## config.mk

```make
export PLATFORM = sky130hd
export DESIGN_NAME = polyline_length_accumulator_flat
export DESIGN_NICKNAME = d
export VERILOG_FILES = /design/src/rtl/plc_pkg.sv /design/src/rtl/plc_in_if.sv /design/src/rtl/plc_out_if.sv /design/src/rtl/plc_sqdist.sv /design/src/rtl/plc_sqrt.sv /design/src/rtl/polyline_length_accumulator.sv /design/src/flat_wrapper.sv
export SDC_FILE = /design/constraint.sdc
export NUM_CORES = 1
export LEC_CHECK = 0
export BUFFER_PORTS_ARGS = -buffer_cell sky130_fd_sc_hd__buf_4
export CORE_MARGIN = 10
export CORE_UTILIZATION = 40
export DETAILED_ROUTE_END_ITERATION = 12
export HOLD_SLACK_MARGIN = 0.08
export SYNTH_ARGS = -nofsm -noshare
export SYNTH_HDL_FRONTEND = slang
export SYNTH_HIERARCHICAL = 1
export SYNTH_SLANG_ARGS = --single-unit
```

## constraint.sdc

```tcl
create_clock -name i_clk -period 27.6 [get_ports i_clk]
set_input_delay 2.76 -clock i_clk [delete_from_list [all_inputs] [get_ports i_clk]]
set_output_delay 2.76 -clock i_clk [all_outputs]
set_load 0.01 [all_outputs]
```

## src/rtl/plc_pkg.sv

```systemverilog
// Shared widths, types and state encodings for the polyline length accumulator.
package plc_pkg;

    localparam int COORD_BITS = 16;
    localparam int FRAC_BITS  = 8;
    localparam int TOTAL_BITS = 40;
    localparam int SEG_BITS   = 25;

    localparam int SQ_BITS    = 2 * COORD_BITS + 1;
    localparam int RAD_BITS   = SQ_BITS + 2 * FRAC_BITS;
    localparam int ROOT_BITS  = (RAD_BITS + 1) / 2;
    localparam int RADP_BITS  = 2 * ROOT_BITS;
    localparam int REM_BITS   = ROOT_BITS + 2;
    localparam int CNT_BITS   = $clog2(ROOT_BITS + 1);

    typedef logic signed [COORD_BITS-1:0] t_coord;
    typedef logic [COORD_BITS-1:0]        t_diff;
    typedef logic [SQ_BITS-1:0]           t_sq;
    typedef logic [ROOT_BITS-1:0]         t_root;
    typedef logic [SEG_BITS-1:0]          t_seg;
    typedef logic [TOTAL_BITS-1:0]        t_total;

    localparam t_total TOTAL_MAX = '1;

    typedef enum logic [1:0] {
        SQ_IDLE,
        SQ_X,
        SQ_Y
    } t_sq_state;

    typedef enum logic [1:0] {
        ST_IDLE,
        ST_DIST,
        ST_ACC
    } t_state;

    typedef struct packed {
        logic  done;
        t_root root;
    } t_root_stat;

endpackage

```

## src/rtl/plc_in_if.sv

```systemverilog
// Point input channel: valid/ready handshake with kind and coordinates.
interface plc_in_if;
    import plc_pkg::*;

    logic   valid;
    logic   ready;
    logic   kind;
    t_coord x;
    t_coord y;

    modport source (output valid, output kind, output x, output y, input ready);
    modport sink   (input valid, input kind, input x, input y, output ready);
endinterface

```

## src/rtl/plc_out_if.sv

```systemverilog
// Result output channel: valid/ready handshake with segment and running total.
interface plc_out_if;
    import plc_pkg::*;

    logic   valid;
    logic   ready;
    t_seg   segment_length;
    t_total total_length;
    logic   saturated;

    modport source (output valid, output segment_length, output total_length,
                    output saturated, input ready);
    modport sink   (input valid, input segment_length, input total_length,
                    input saturated, output ready);
endinterface

```

## src/rtl/plc_sqdist.sv

```systemverilog
// Squared distance unit: absolute differences, then one shared multiplier for the X and Y squares.
module plc_sqdist (
    input  logic            i_clk,
    input  logic            i_rst_n,
    input  logic            i_load,
    input  plc_pkg::t_coord i_x,
    input  plc_pkg::t_coord i_y,
    input  plc_pkg::t_coord i_px,
    input  plc_pkg::t_coord i_py,
    output logic            o_done,
    output plc_pkg::t_sq    o_sq
);
    import plc_pkg::*;

    t_sq_state r_state, n_state;
    t_diff     r_dx, r_dy;
    t_sq       r_sq, n_sq;
    logic      r_done, n_done;

    logic signed [COORD_BITS:0] w_ex, w_ey;
    t_diff                      w_op;
    logic [2*COORD_BITS-1:0]    w_prod;

    assign w_ex   = (COORD_BITS+1)'(i_x) - (COORD_BITS+1)'(i_px);
    assign w_ey   = (COORD_BITS+1)'(i_y) - (COORD_BITS+1)'(i_py);
    assign w_op   = (r_state == SQ_X) ? r_dx : r_dy;
    assign w_prod = w_op * w_op;

    always_comb begin
        n_state = r_state;
        n_sq    = r_sq;
        n_done  = 1'b0;
        case (r_state)
            SQ_IDLE: begin
                if (i_load) begin
                    n_state = SQ_X;
                end
            end
            SQ_X: begin
                n_sq    = SQ_BITS'(w_prod);
                n_state = SQ_Y;
            end
            SQ_Y: begin
                n_sq    = r_sq + SQ_BITS'(w_prod);
                n_done  = 1'b1;
                n_state = SQ_IDLE;
            end
            default: begin
                n_state = SQ_IDLE;
            end
        endcase
    end

    always_ff @(posedge i_clk) begin
        if (!i_rst_n) begin
            r_state <= SQ_IDLE;
            r_done  <= 1'b0;
        end else begin
            r_state <= n_state;
            r_done  <= n_done;
        end
    end

    always_ff @(posedge i_clk) begin
        if (i_load) begin
            r_dx <= w_ex[COORD_BITS] ? COORD_BITS'(-w_ex) : COORD_BITS'(w_ex);
            r_dy <= w_ey[COORD_BITS] ? COORD_BITS'(-w_ey) : COORD_BITS'(w_ey);
        end
        r_sq <= n_sq;
    end

    assign o_done = r_done;
    assign o_sq   = r_sq;
endmodule

```

## src/rtl/plc_sqrt.sv

```systemverilog
// Digit-serial integer square root: two radicand bits in, one root bit out per cycle.
module plc_sqrt (
    input  logic                i_clk,
    input  logic                i_rst_n,
    input  logic                i_start,
    input  plc_pkg::t_sq        i_sq,
    output plc_pkg::t_root_stat o_stat
);
    import plc_pkg::*;

    logic [RADP_BITS-1:0] r_rad;
    logic [REM_BITS-1:0]  r_rem;
    t_root                r_root;
    logic [CNT_BITS-1:0]  r_cnt;
    logic                 r_done;

    logic [REM_BITS-1:0]  w_rem2, w_trial;
    logic                 w_ge;

    assign w_rem2  = {r_rem[REM_BITS-3:0], r_rad[RADP_BITS-1 -: 2]};
    assign w_trial = {r_root, 2'b01};
    assign w_ge    = (w_rem2 >= w_trial);

    always_ff @(posedge i_clk) begin
        if (!i_rst_n) begin
            r_cnt  <= '0;
            r_done <= 1'b0;
        end else begin
            r_done <= !i_start && (r_cnt == CNT_BITS'(1));
            if (i_start) begin
                r_cnt <= CNT_BITS'(ROOT_BITS);
            end else if (r_cnt != '0) begin
                r_cnt <= r_cnt - 1'b1;
            end
        end
    end

    always_ff @(posedge i_clk) begin
        if (i_start) begin
            r_rad  <= RADP_BITS'(i_sq) << (2 * FRAC_BITS);
            r_rem  <= '0;
            r_root <= '0;
        end else if (r_cnt != '0) begin
            r_rad  <= r_rad << 2;
            r_rem  <= w_ge ? (w_rem2 - w_trial) : w_rem2;
            r_root <= {r_root[ROOT_BITS-2:0], w_ge};
        end
    end

    assign o_stat.done = r_done;
    assign o_stat.root = r_root;
endmodule

```

## src/rtl/polyline_length_accumulator.sv

```systemverilog
// Polyline length accumulator top level: control, saturating total and result register.
// A start item skips the square root; a next item waits for it in the distance state.
// Items are taken one at a time: a next item holds off the input until the 25-step
// bit-serial square root finishes. A new item is taken while a finished result waits.
// Reset: i_rst_n synchronous, active low; clears the stored point and total to zero
// and empties the result register.
module polyline_length_accumulator (
    input  logic      i_clk,
    input  logic      i_rst_n,
    plc_in_if.sink    i_pt,
    plc_out_if.source o_res
);
    import plc_pkg::*;

    t_state     r_state, n_state;
    logic       r_kind;
    t_coord     r_px, r_py;
    t_total     r_total, n_total;
    logic       r_out_valid;
    t_seg       r_out_seg;
    t_total     r_out_total;
    logic       r_out_sat;

    logic       w_accept;
    logic       w_out_write;
    logic       w_sq_done;
    t_sq        w_sq;
    t_root_stat w_root;
    t_total     w_seg_ext;

    assign w_accept = i_pt.valid && i_pt.ready;

    plc_sqdist u_sqdist (
        .i_clk   (i_clk),
        .i_rst_n (i_rst_n),
        .i_load  (w_accept && i_pt.kind),
        .i_x     (i_pt.x),
        .i_y     (i_pt.y),
        .i_px    (r_px),
        .i_py    (r_py),
        .o_done  (w_sq_done),
        .o_sq    (w_sq)
    );

    plc_sqrt u_sqrt (
        .i_clk   (i_clk),
        .i_rst_n (i_rst_n),
        .i_start (w_sq_done),
        .i_sq    (w_sq),
        .o_stat  (w_root)
    );

    assign w_seg_ext = r_kind ? TOTAL_BITS'(w_root.root) : '0;

    always_comb begin
        n_state     = r_state;
        w_out_write = 1'b0;
        if (!r_kind) begin
            n_total = '0;
        end else if (w_seg_ext > (TOTAL_MAX - r_total)) begin
            n_total = TOTAL_MAX;
        end else begin
            n_total = r_total + w_seg_ext;
        end
        case (r_state)
            ST_IDLE: begin
                if (w_accept) begin
                    n_state = i_pt.kind ? ST_DIST : ST_ACC;
                end
            end
            ST_DIST: begin
                if (w_root.done) begin
                    n_state = ST_ACC;
                end
            end
            ST_ACC: begin
                if (!r_out_valid || o_res.ready) begin
                    w_out_write = 1'b1;
                    n_state     = ST_IDLE;
                end
            end
            default: begin
                n_state = ST_IDLE;
            end
        endcase
    end

    always_ff @(posedge i_clk) begin
        if (!i_rst_n) begin
            r_state     <= ST_IDLE;
            r_px        <= '0;
            r_py        <= '0;
            r_total     <= '0;
            r_out_valid <= 1'b0;
        end else begin
            r_state <= n_state;
            if (w_accept) begin
                r_px <= i_pt.x;
                r_py <= i_pt.y;
            end
            if (w_out_write) begin
                r_total     <= n_total;
                r_out_valid <= 1'b1;
            end else if (o_res.ready) begin
                r_out_valid <= 1'b0;
            end
        end
    end

    always_ff @(posedge i_clk) begin
        if (w_accept) begin
            r_kind <= i_pt.kind;
        end
        if (w_out_write) begin
            r_out_seg   <= SEG_BITS'(w_seg_ext);
            r_out_total <= n_total;
            r_out_sat   <= (n_total == TOTAL_MAX);
        end
    end

    assign i_pt.ready           = (r_state == ST_IDLE);
    assign o_res.valid          = r_out_valid;
    assign o_res.segment_length = r_out_seg;
    assign o_res.total_length   = r_out_total;
    assign o_res.saturated      = r_out_sat;

    a_root_in_dist: assert property (@(posedge i_clk) disable iff (!i_rst_n)
        w_root.done |-> (r_state == ST_DIST))
        else $error("root finished outside distance wait");

    a_start_skips_root: assert property (@(posedge i_clk) disable iff (!i_rst_n)
        (w_accept && !i_pt.kind) |=> (r_state == ST_ACC))
        else $error("start item did not go straight to accumulate");

    a_start_clears: assert property (@(posedge i_clk) disable iff (!i_rst_n)
        (w_out_write && !r_kind) |=> (r_out_seg == '0 && r_out_total == '0 && r_total == '0))
        else $error("start item did not clear segment and total");

    a_total_grows: assert property (@(posedge i_clk) disable iff (!i_rst_n)
        (w_out_write && r_kind) |=> (r_total >= $past(r_total)))
        else $error("running total decreased on a next item");
endmodule

```

## src/flat_wrapper.sv

```systemverilog
// flat-port wrapper written by rule: the top's interface ports become plain ports
module polyline_length_accumulator_flat import plc_pkg::*;
  (i_clk, i_rst_n, i_pt_valid, i_pt_kind, i_pt_x, i_pt_y, i_pt_ready, o_res_valid, o_res_segment_length, o_res_total_length, o_res_saturated, o_res_ready);
  plc_in_if i_pt_i ();
  plc_out_if o_res_i ();
  input  logic i_clk;
  input  logic i_rst_n;
  input wire logic [$bits(i_pt_i.valid)-1:0] i_pt_valid;
  input wire logic [$bits(i_pt_i.kind)-1:0] i_pt_kind;
  input wire logic [$bits(i_pt_i.x)-1:0] i_pt_x;
  input wire logic [$bits(i_pt_i.y)-1:0] i_pt_y;
  output wire logic [$bits(i_pt_i.ready)-1:0] i_pt_ready;
  output wire logic [$bits(o_res_i.valid)-1:0] o_res_valid;
  output wire logic [$bits(o_res_i.segment_length)-1:0] o_res_segment_length;
  output wire logic [$bits(o_res_i.total_length)-1:0] o_res_total_length;
  output wire logic [$bits(o_res_i.saturated)-1:0] o_res_saturated;
  input wire logic [$bits(o_res_i.ready)-1:0] o_res_ready;
  assign i_pt_i.valid = i_pt_valid;
  assign i_pt_i.kind = i_pt_kind;
  assign i_pt_i.x = i_pt_x;
  assign i_pt_i.y = i_pt_y;
  assign i_pt_ready = i_pt_i.ready;
  assign o_res_valid = o_res_i.valid;
  assign o_res_segment_length = o_res_i.segment_length;
  assign o_res_total_length = o_res_i.total_length;
  assign o_res_saturated = o_res_i.saturated;
  assign o_res_i.ready = o_res_ready;
  polyline_length_accumulator u_core (.i_clk(i_clk), .i_rst_n(i_rst_n), .i_pt(i_pt_i), .o_res(o_res_i));
endmodule
```

After elaboration in Yosys (flattened, before gate mapping)
Cells that the tools add are included.
Storage, ports and cells
  register bits: 300
  bits of input ports: 37
  output and inout port bits: 68
  word-level logic and storage cells: 82
Cells by class
  $add $sub $neg: 9
  multiply operators: 1
  $lt $le $gt $ge: 2
  equal/unequal tests: 10
  muxes and demuxes: 24
  bitwise logic cells: 1
  reductions and logical operators: 14
Operators by type and width (count)
  2-to-1 mux 49 bit: 2
  2-to-1 mux 40 bit: 2
  one-hot mux 33 bit (2 select lines): 1
  2-to-1 mux 25 bit: 2
  2-to-1 mux 16 bit: 3
  adder 40 bit: 1
  == test 40 bit, second input constant: 1
  greater-than comparator 40 bit: 1
  subtractor 40 bit, first input constant: 1
  subtractor 16 x 16 -> 17 bit: 2
  adder 33 x 32 -> 33 bit: 1
  multiplier 16 x 16 -> 32 bit: 1
  negator 16 bit: 2
  greater-or-equal comparator 27 bit: 1
  subtractor 25 bit: 1
  2-to-1 mux 2 bit: 5
  2-to-1 mux 5 bit: 2
  inequality test 2 bit, second input constant: 3
  one-hot mux 2 bit (3 select lines): 1
  nonzero test 2 bit: 3
  == test 5 x 1 -> 1 bit, second input constant: 1
  2-to-1 mux 1 bit: 5
  nonzero test 5 bit: 1
  subtractor 5 x 1 -> 5 bit, second input constant: 1
  11 further kinds: 17

Logic depth before layout (Yosys ltp)
Gate-level depths: netlist of the first run.
  depth in word-level cells: 5
  depth in mapped cells: 38
  depth with buffers taken out: 36

Hierarchy
Netlist of the first run, hierarchy kept.
Modules (own cells, without submodules)
  plc_sqdist: instances 1, cells each 1503, area an instance 13521.7 sq um, sequential area each 2011.9 sq um
  polyline_length_accumulator: instances 1, cells each 801, area an instance 7591.0 sq um, sequential area each 3513.4 sq um
  plc_sqrt: instances 1, cells each 553, area an instance 5177.5 sq um, sequential area each 2132.0 sq um

Worst setup path before layout of the first run
No wires, ideal clock.
  kind: reg2reg
  start: register u_core.u_sqdist.r_state[1]
  end: register u_core.u_sqdist.r_sq[31] (netlist: u_core/u_sqdist/o_sq[31]) (data pin)
  arrival: 8924 ps
  slack: 18416 ps
  cell stages (with the launch flop): 36
  path buffers: 1
  period minus slack after synthesis: 9184 ps
  cell sequence: dfxtp_1 > inv_1 > ha_1 > buf_1 > mux2i_1 > clkinv_1 > nand2_1 > inv_1 > fa_1 > inv_1 > fa_1 > inv_1 > fa_1 > inv_1 > fa_1 > inv_1 > fa_1 > inv_1 > fa_1 > inv_1 > ha_1 > and4_1 > and2_1 > a211oi_2 > nor2_1 > o31a_1 > a31oi_1 > xnor2_1 > ha_1 > a21o_1 > a211o_1 > o311ai_0 > a211oi_1 > a21oi_1 > xnor2_1 > mux2_2
Between the ends
  cells in the longest elaborated chain, start to end: 5
  elaborated cells between the ends (all ways): 6
  classes of those cells: 1 x add/sub; 1 x mul; 2 x eq/ne; 2 x mux
RTL lines
  start: declaration: RTL line plc_sqdist.sv:15  | t_sq_state r_state, n_state;
  start signal: assignment: RTL line plc_sqdist.sv:59  | r_state <= n_state;
  == test 2 x 1 -> 1 bit: RTL line plc_sqdist.sv:26, plc_sqdist.sv:33
  2-to-1 mux 16 bit: RTL line plc_sqdist.sv:26  | assign w_op = (r_state == SQ_X) ? r_dx : r_dy;
  multiplier 16 x 16 -> 32 bit: RTL line plc_sqdist.sv:27  | assign w_prod = w_op * w_op;
  adder 33 x 32 -> 33 bit: RTL line plc_sqdist.sv:44  | n_sq = r_sq + SQ_BITS'(w_prod);
  one-hot mux 33 bit (2 select lines) (*): RTL line plc_sqdist.sv:33  | case (r_state)
  net u_core.u_sqdist.n_sq[31]: RTL line plc_sqdist.sv:17  | t_sq r_sq, n_sq;
  end signal: assignment: RTL line plc_sqdist.sv:69  | r_sq <= n_sq;
  end: declaration: RTL line plc_sqdist.sv:17
The timed path passes the listed nets; every way through them passes the cells marked *.
A chain may end at the register's enable or synchronous reset.

Worst setup path in the final report of the first run
Ends and elaborated chain as after synthesis.

==> results by group, run 1 <==
Clocking
  – CTS Buf Count: 36
  – CTS Hold Bufs: 0
  – Clk root buf: clkbuf_16
  – Clk slew on worst S/H paths: 0.06 ns
  – CTS tree: done
  – H-Tree Depth: 2
  – Clock tree buffer depth: 3
  – Post-cts gate resize count: 0
  – Post-CTS Setup Inserts: 0
  – Worst skew pair latency: 0.57 ns
  – CTS Sinks: 300

Min path
  – Worst hold path class: reg -> reg
  – Hold Crit Depth: 2

Floorplanning
  – Die width: 276 µm
  – Initial core utilization: 0.406
  – Area of the die: 76400 µm²
  – Core box area: 64800 µm²
  – Std cell rows: 93
  – Num ports: 105
  – Die height: 276 µm

Route
  – First drt pass iteration count: 5
  – DRC: 0
  – Vias per cell: 5.37
  – DRT iter0 DRCs: 1295
  – DR WL/cell: 17.4 µm
  – Post-route ant nets: 0
  – Via count: 20400
  – WL final: 65900 µm

Global route
  – Initial antenna violation count: 0
  – First-pass GRT wire length: 109000 µm
  – GRT overflow: 0
  – Maximum number of pins on one net before global-route repair: 84
  – Tot GR Track Use: 0.169
  – Vias in the first global route: 21100

STA
  – Setup TNS Final: 0 ns
  – Final setup viols: 0
  – Final Slew Violations: 0
  – Fin crit period: 10.81 ns
  – Unrepaired setup endpoints after global routing: false
  – Achievable clock frequency: 0.0925 GHz
  – Setup Skew: 0.0300 ns
  – Slew @ Worst Pin: 1.11 ns
  – Rel. slew slack: 0.235
  – Final period util: 0.392
  – Final Hold Fails: 0

Synthesis
  – Seq/Total Area, Yosys: 0.291
  – Ys async rst share: 0
  – Post-synthesis register bit count: 300
  – Post-Syn Instances: 2857
  – EDFF count, synth: 165
  – Ys flop type: edfxtp_1
  – Yosys cell types: 95
  – Average cell area after synthesis: 9.20 µm²
  – Syn_nets: 3285
  – Synth Warn #: 6
  – Mapped cell area: 26300 µm²

Finish
  – Antenna diodes: 0
  – Final net count: 3338
  – P&R area growth vs syn: 10.3%
  – Commonest non-fill, non-tap cell in the layout: inv_1
  – Layout cells sized above 1: 0.0967
  – Most frequent cells in the layout: inv_1 (329), nand2_1 (326), ha_1 (226)

Placed design
  – Post-DP HPWL: 50600 µm
  – Placer Congestion: 0.888
  – Port-buffer cells: 104

Setup path
  – Worst Reg-to-Reg Cells: 34
  – Worst Setup Start Kind: register
  – Crit path max-delay family: adder cells
  – Crit Path Category: reg -> reg
  – CP max stage delay: 0.93 ns
  – CP max stage cell: mux2i_1
  – Worst setup EP type: register
  – CP Data Required Time: 27.91 ns
  – Worst-path fanout max: 21
  – WP buf/inv: 7
  – WP data arrival: 11.12 ns
  – CP Depth: 34

Run
  – Max_cap viols: 0

Run status
  – Status: finished clean
==> stage by stage <==
| stage | worst slack [ns] | area (µm²) | hold WS, ns | utilization | cells |
|---|---|---|---|---|---|
| 2_1_floorplan | 18.42 | 26300 | 0.439 | - | 2857 |
| 3_3_place_gp | 17.21 | 27800 | 0.449 | 0.429 | 3727 |
| 3_5_place_dp | 16.91 | 27800 | 0.450 | 0.429 | 3727 |
| 4_1_cts | 16.90 | 29000 | 0.459 | 0.447 | 3793 |
| 5_1_grt | 15.97 | 29000 | 0.485 | 0.447 | 3793 |
| 6_report | 16.79 | 29000 | 0.458 | 0.447 | 3793 |
==> state kept, by name, indices dropped and copies added, names as in the netlist, 16 cells and up <==
| name | flops |
|---|---|
| u_core/u_sqdist/r_dy | 16 |
| u_core/r_py | 16 |
| u_core/u_sqrt/r_root | 25 |
| u_core/r_px | 16 |
| u_core/u_sqrt/r_rem | 25 |
| u_core/u_sqdist/r_dx | 16 |
| u_core/u_sqdist/o_sq | 33 |
| u_core/o_res.total_length | 40 |
| u_core/u_sqrt/r_rad | 34 |
| u_core/r_total | 40 |
| u_core/o_res.segment_length | 25 |
==> worst paths after layout <==
| path | endpoint | start | slack [ns] |
|---|---|---|---|
| worst min-delay path | u_core/r_total[16] | u_core/r_total[16] | 0.46 |
| worst max register to register | u_core/u_sqdist/o_sq[31] | u_core/u_sqdist/r_state[1] | 16.79 |
| worst min register to register | u_core/r_total[16] | u_core/r_total[16] | 0.46 |
| worst max-delay path | u_core/u_sqdist/o_sq[31] | u_core/u_sqdist/r_state[1] | 16.79 |
==> worst min-delay path, stage by stage (launching register included) <==
cell and delay, ns:
dfxtp_1 0.31, nand2_1 0.05, a21boi_1 0.05
==> cell type report <==
type | count | area [µm²]
Fill cell | 6269 | 35800
Multi-Input combinational cell | 2114 | 16900
Sequential cell | 300 | 7660
Inverter | 337 | 1270
Tap cell | 855 | 1070
Clock buffer | 51 | 1010
Timing Repair Buffer | 121 | 908
Clock inverter | 15 | 141
==> routing by layer <==
| metal | up-vias | routed length [µm] | GRT usage |
|---|---|---|---|
| met5 | - | 0 | 0 |
| met4 | 0 | 1750 | 0.0520 |
| met3 | 105 | 2620 | 0.0228 |
| met2 | 386 | 32300 | 0.296 |
| met1 | 9973 | 29300 | 0.213 |
| li1 | 9912 | - | - |
==> Yosys cell counts, types with 65 or more instances <==
library cell,n,area (µm²)
edfxtp_1,165,4950
a21oi_1,163,816
mux2_2,65,732
nand2_1,327,1230
dfxtp_1,135,2700
ha_1,227,2840
fa_1,164,3280
clkbuf_1,76,285
xnor2_1,114,998
o21ai_0,73,365
inv_1,330,1240
nor2_1,201,754
==> cell families after synthesis <==
family,share of synthesized area
simple gates,0.148
compound gates,0.156
flops,0.291
mux,0.0488
xor+xnor,0.0576
fa+ha+maj,0.233
buf+inv,0.0650
Power of run 1 is not shown: default switching activity piles up to over one toggle a cycle in this logic, so the estimate is an artifact.
==> inputs of run 2 (changes only) <==
Clock period 27.6 ns to 9.75 ns, I/O delays scaled along.
==> results by group, run 2 (synthesized netlist as in run 1, its figures left out) <==
Clocking
  – Clk slew on worst S/H paths: 0.06 ns (about the same)
  – CTS tree: done
  – Worst skew pair latency: 0.56 ns (about the same)
  – H-Tree Depth: 2 (unchanged)
  – CTS Buf Count: 36 (unchanged)
  – Post-CTS Setup Inserts: 0 (unchanged)
  – Clock tree buffer depth: 3 (unchanged)
  – Clk root buf: clkbuf_16
  – CTS Sinks: 300 (unchanged)

Route
  – Post-route ant nets: 0 (unchanged)
  – Vias per cell: 5.35 (-0.33%)
  – First drt pass iteration count: 5 (unchanged)
  – DRC: 0 (unchanged)
  – DR WL/cell: 17.5 µm (+0.82%)
  – Via count: 20400 (-0.0098%)
  – DRT iter0 DRCs: 1201 (-7.3%)
  – WL final: 66700 µm (+1.1%)

Finish
  – Antenna diodes: 0 (unchanged)
  – Most frequent cells in the layout: inv_1 (328), nand2_1 (326), ha_1 (225)
  – P&R area growth vs syn: 11.1%
  – Layout cells sized above 1: 0.104 (+0.00740)
  – Commonest non-fill, non-tap cell in the layout: inv_1
  – Final net count: 3351 (+0.39%)

STA
  – Achievable clock frequency: 0.110 GHz (+19%)
  – Final setup viols: 0 (unchanged)
  – Final hold slack: 0.456 ns (-0.00203 ns)
  – Final Hold Fails: 0 (unchanged)
  – Setup Skew: 0.0264 ns (-0.00361 ns)
  – Final period util: 0.928 (+0.537)
  – Slew @ Worst Pin: 1.16 ns (+0.0494 ns)
  – Unrepaired setup endpoints after global routing: false
  – Final Slew Violations: 0 (unchanged)
  – Setup TNS Final: 0 ns (unchanged)
  – Fin crit period: 9.05 ns (-1.76 ns)
  – Rel. slew slack: 0.223 (-0.0125)

Setup path
  – Crit Path Category: reg -> reg
  – WP buf/inv: 8 (+1)
  – Worst setup EP type: register
  – Crit path max-delay family: adder cells
  – WP data arrival: 9.37 ns (-1.75 ns)
  – CP max stage delay: 0.55 ns (-0.38 ns)
  – R2R Setup Slk: 0.70 ns (-16.09 ns)
  – CP max stage cell: fa_1
  – Worst-path fanout max: 8 (-62%)
  – CP Data Required Time: 10.07 ns (-17.84 ns)
  – Crit-path most repeated cell: inv_1
  – Worst Setup Start Kind: register

Run
  – Max_cap viols: 0 (unchanged)

Global route
  – Tot GR Track Use: 0.171 (+0.00171)
  – Global-route track usage on met3: 0.0238 (+0.000923)
  – Initial antenna violation count: 0 (unchanged)
  – Maximum number of pins on one net before global-route repair: 84 (unchanged)
  – Global route hottest layer: met2
  – First-pass GRT wire length: 109000 µm (+0.35%)
  – Met1 Track Usage GR: 0.218 (+0.00486)
  – Met2 usage in global routing: 0.299 (+0.00372)
  – GRT overflow: 0 (unchanged)
  – Vias in the first global route: 20700 (-1.8%)

Floorplanning
  – Std cell rows: 93 (unchanged)
  – Num ports: 105 (unchanged)
  – Initial core utilization: 0.406 (unchanged)
  – Core box area: 64800 µm² (unchanged)
  – Area of the die: 76400 µm² (unchanged)
  – Die width: 276 µm (unchanged)
  – Die height: 276 µm (unchanged)

Placed design
  – Port-buffer cells: 104 (unchanged)
  – Placer Congestion: 0.912 (+2.7%)
  – Post-DP HPWL: 51300 µm (+1.4%)

Run status
  – Status: finished clean

Min path
  – Worst hold path class: reg -> reg
## run 2: path summary, 6_finish.rpt
kind,start,to,cells past startpoint
hold / removal,u_core/r_total[19],u_core/r_total[19],2
hold reg to reg,u_core/r_total[19],u_core/r_total[19],2
setup reg to reg,u_core/u_sqdist/r_state[1],u_core/u_sqdist/o_sq[31],35
setup / recovery,u_core/u_sqdist/r_state[1],u_core/u_sqdist/o_sq[31],35
## run 2: final cells by class
| type | count | area, µm² |
|---|---|---|
| well taps | 855 | 1070 |
| inverters | 337 | 1270 |
| multi-input cells | 2114 | 16900 |
| clock buffers | 46 | 1010 |
| fillers | 6262 | 35600 |
| clock inverters | 19 | 250 |
| flip-flops and latches | 300 | 7660 |
| repair buffers | 134 | 1010 |
## run 2: routing by layer
metal | vias to the layer above | share of wire
li1 | 9961 | -
met1 | 9911 | 0.44
met2 | 420 | 0.49
met3 | 82 | 0.045
met4 | 0 | 0.021
met5 | - | 0
## run 2: what timing repair did
item                       4_1_cts  5_1_grt
setup endpoints to repair        0        5
hold buffers                     0        0
hold endpoints to repair         0        0
gates resized for setup          0        6
## run 2: metrics by stage
step                      cells  utilization  cell area (µm²)  setup WS [ns]
after floorplan            2857            -            26300          0.566
after global placement     3740        0.431            27900          0.524
after detailed placement   3740        0.431            27900          0.367
after CTS                  3805        0.450            29200          0.368
after global routing       3805        0.451            29200         0.0927
final                      3805        0.451            29200          0.700
## run 2: worst register-to-register path, delay by kind of cell, from the launching register on
family	cells	cell delay (ns)
and+or+nand+nor	5	0.82
buffers and inverters	8	0.69
DFF	1	0.35
xor gates and xnor gates	2	0.27
AOI/OAI and AO/OA	9	2.02
muxes	2	0.61
adders and majority gates	9	4.06
Power of run 2 is left out for the same reason.
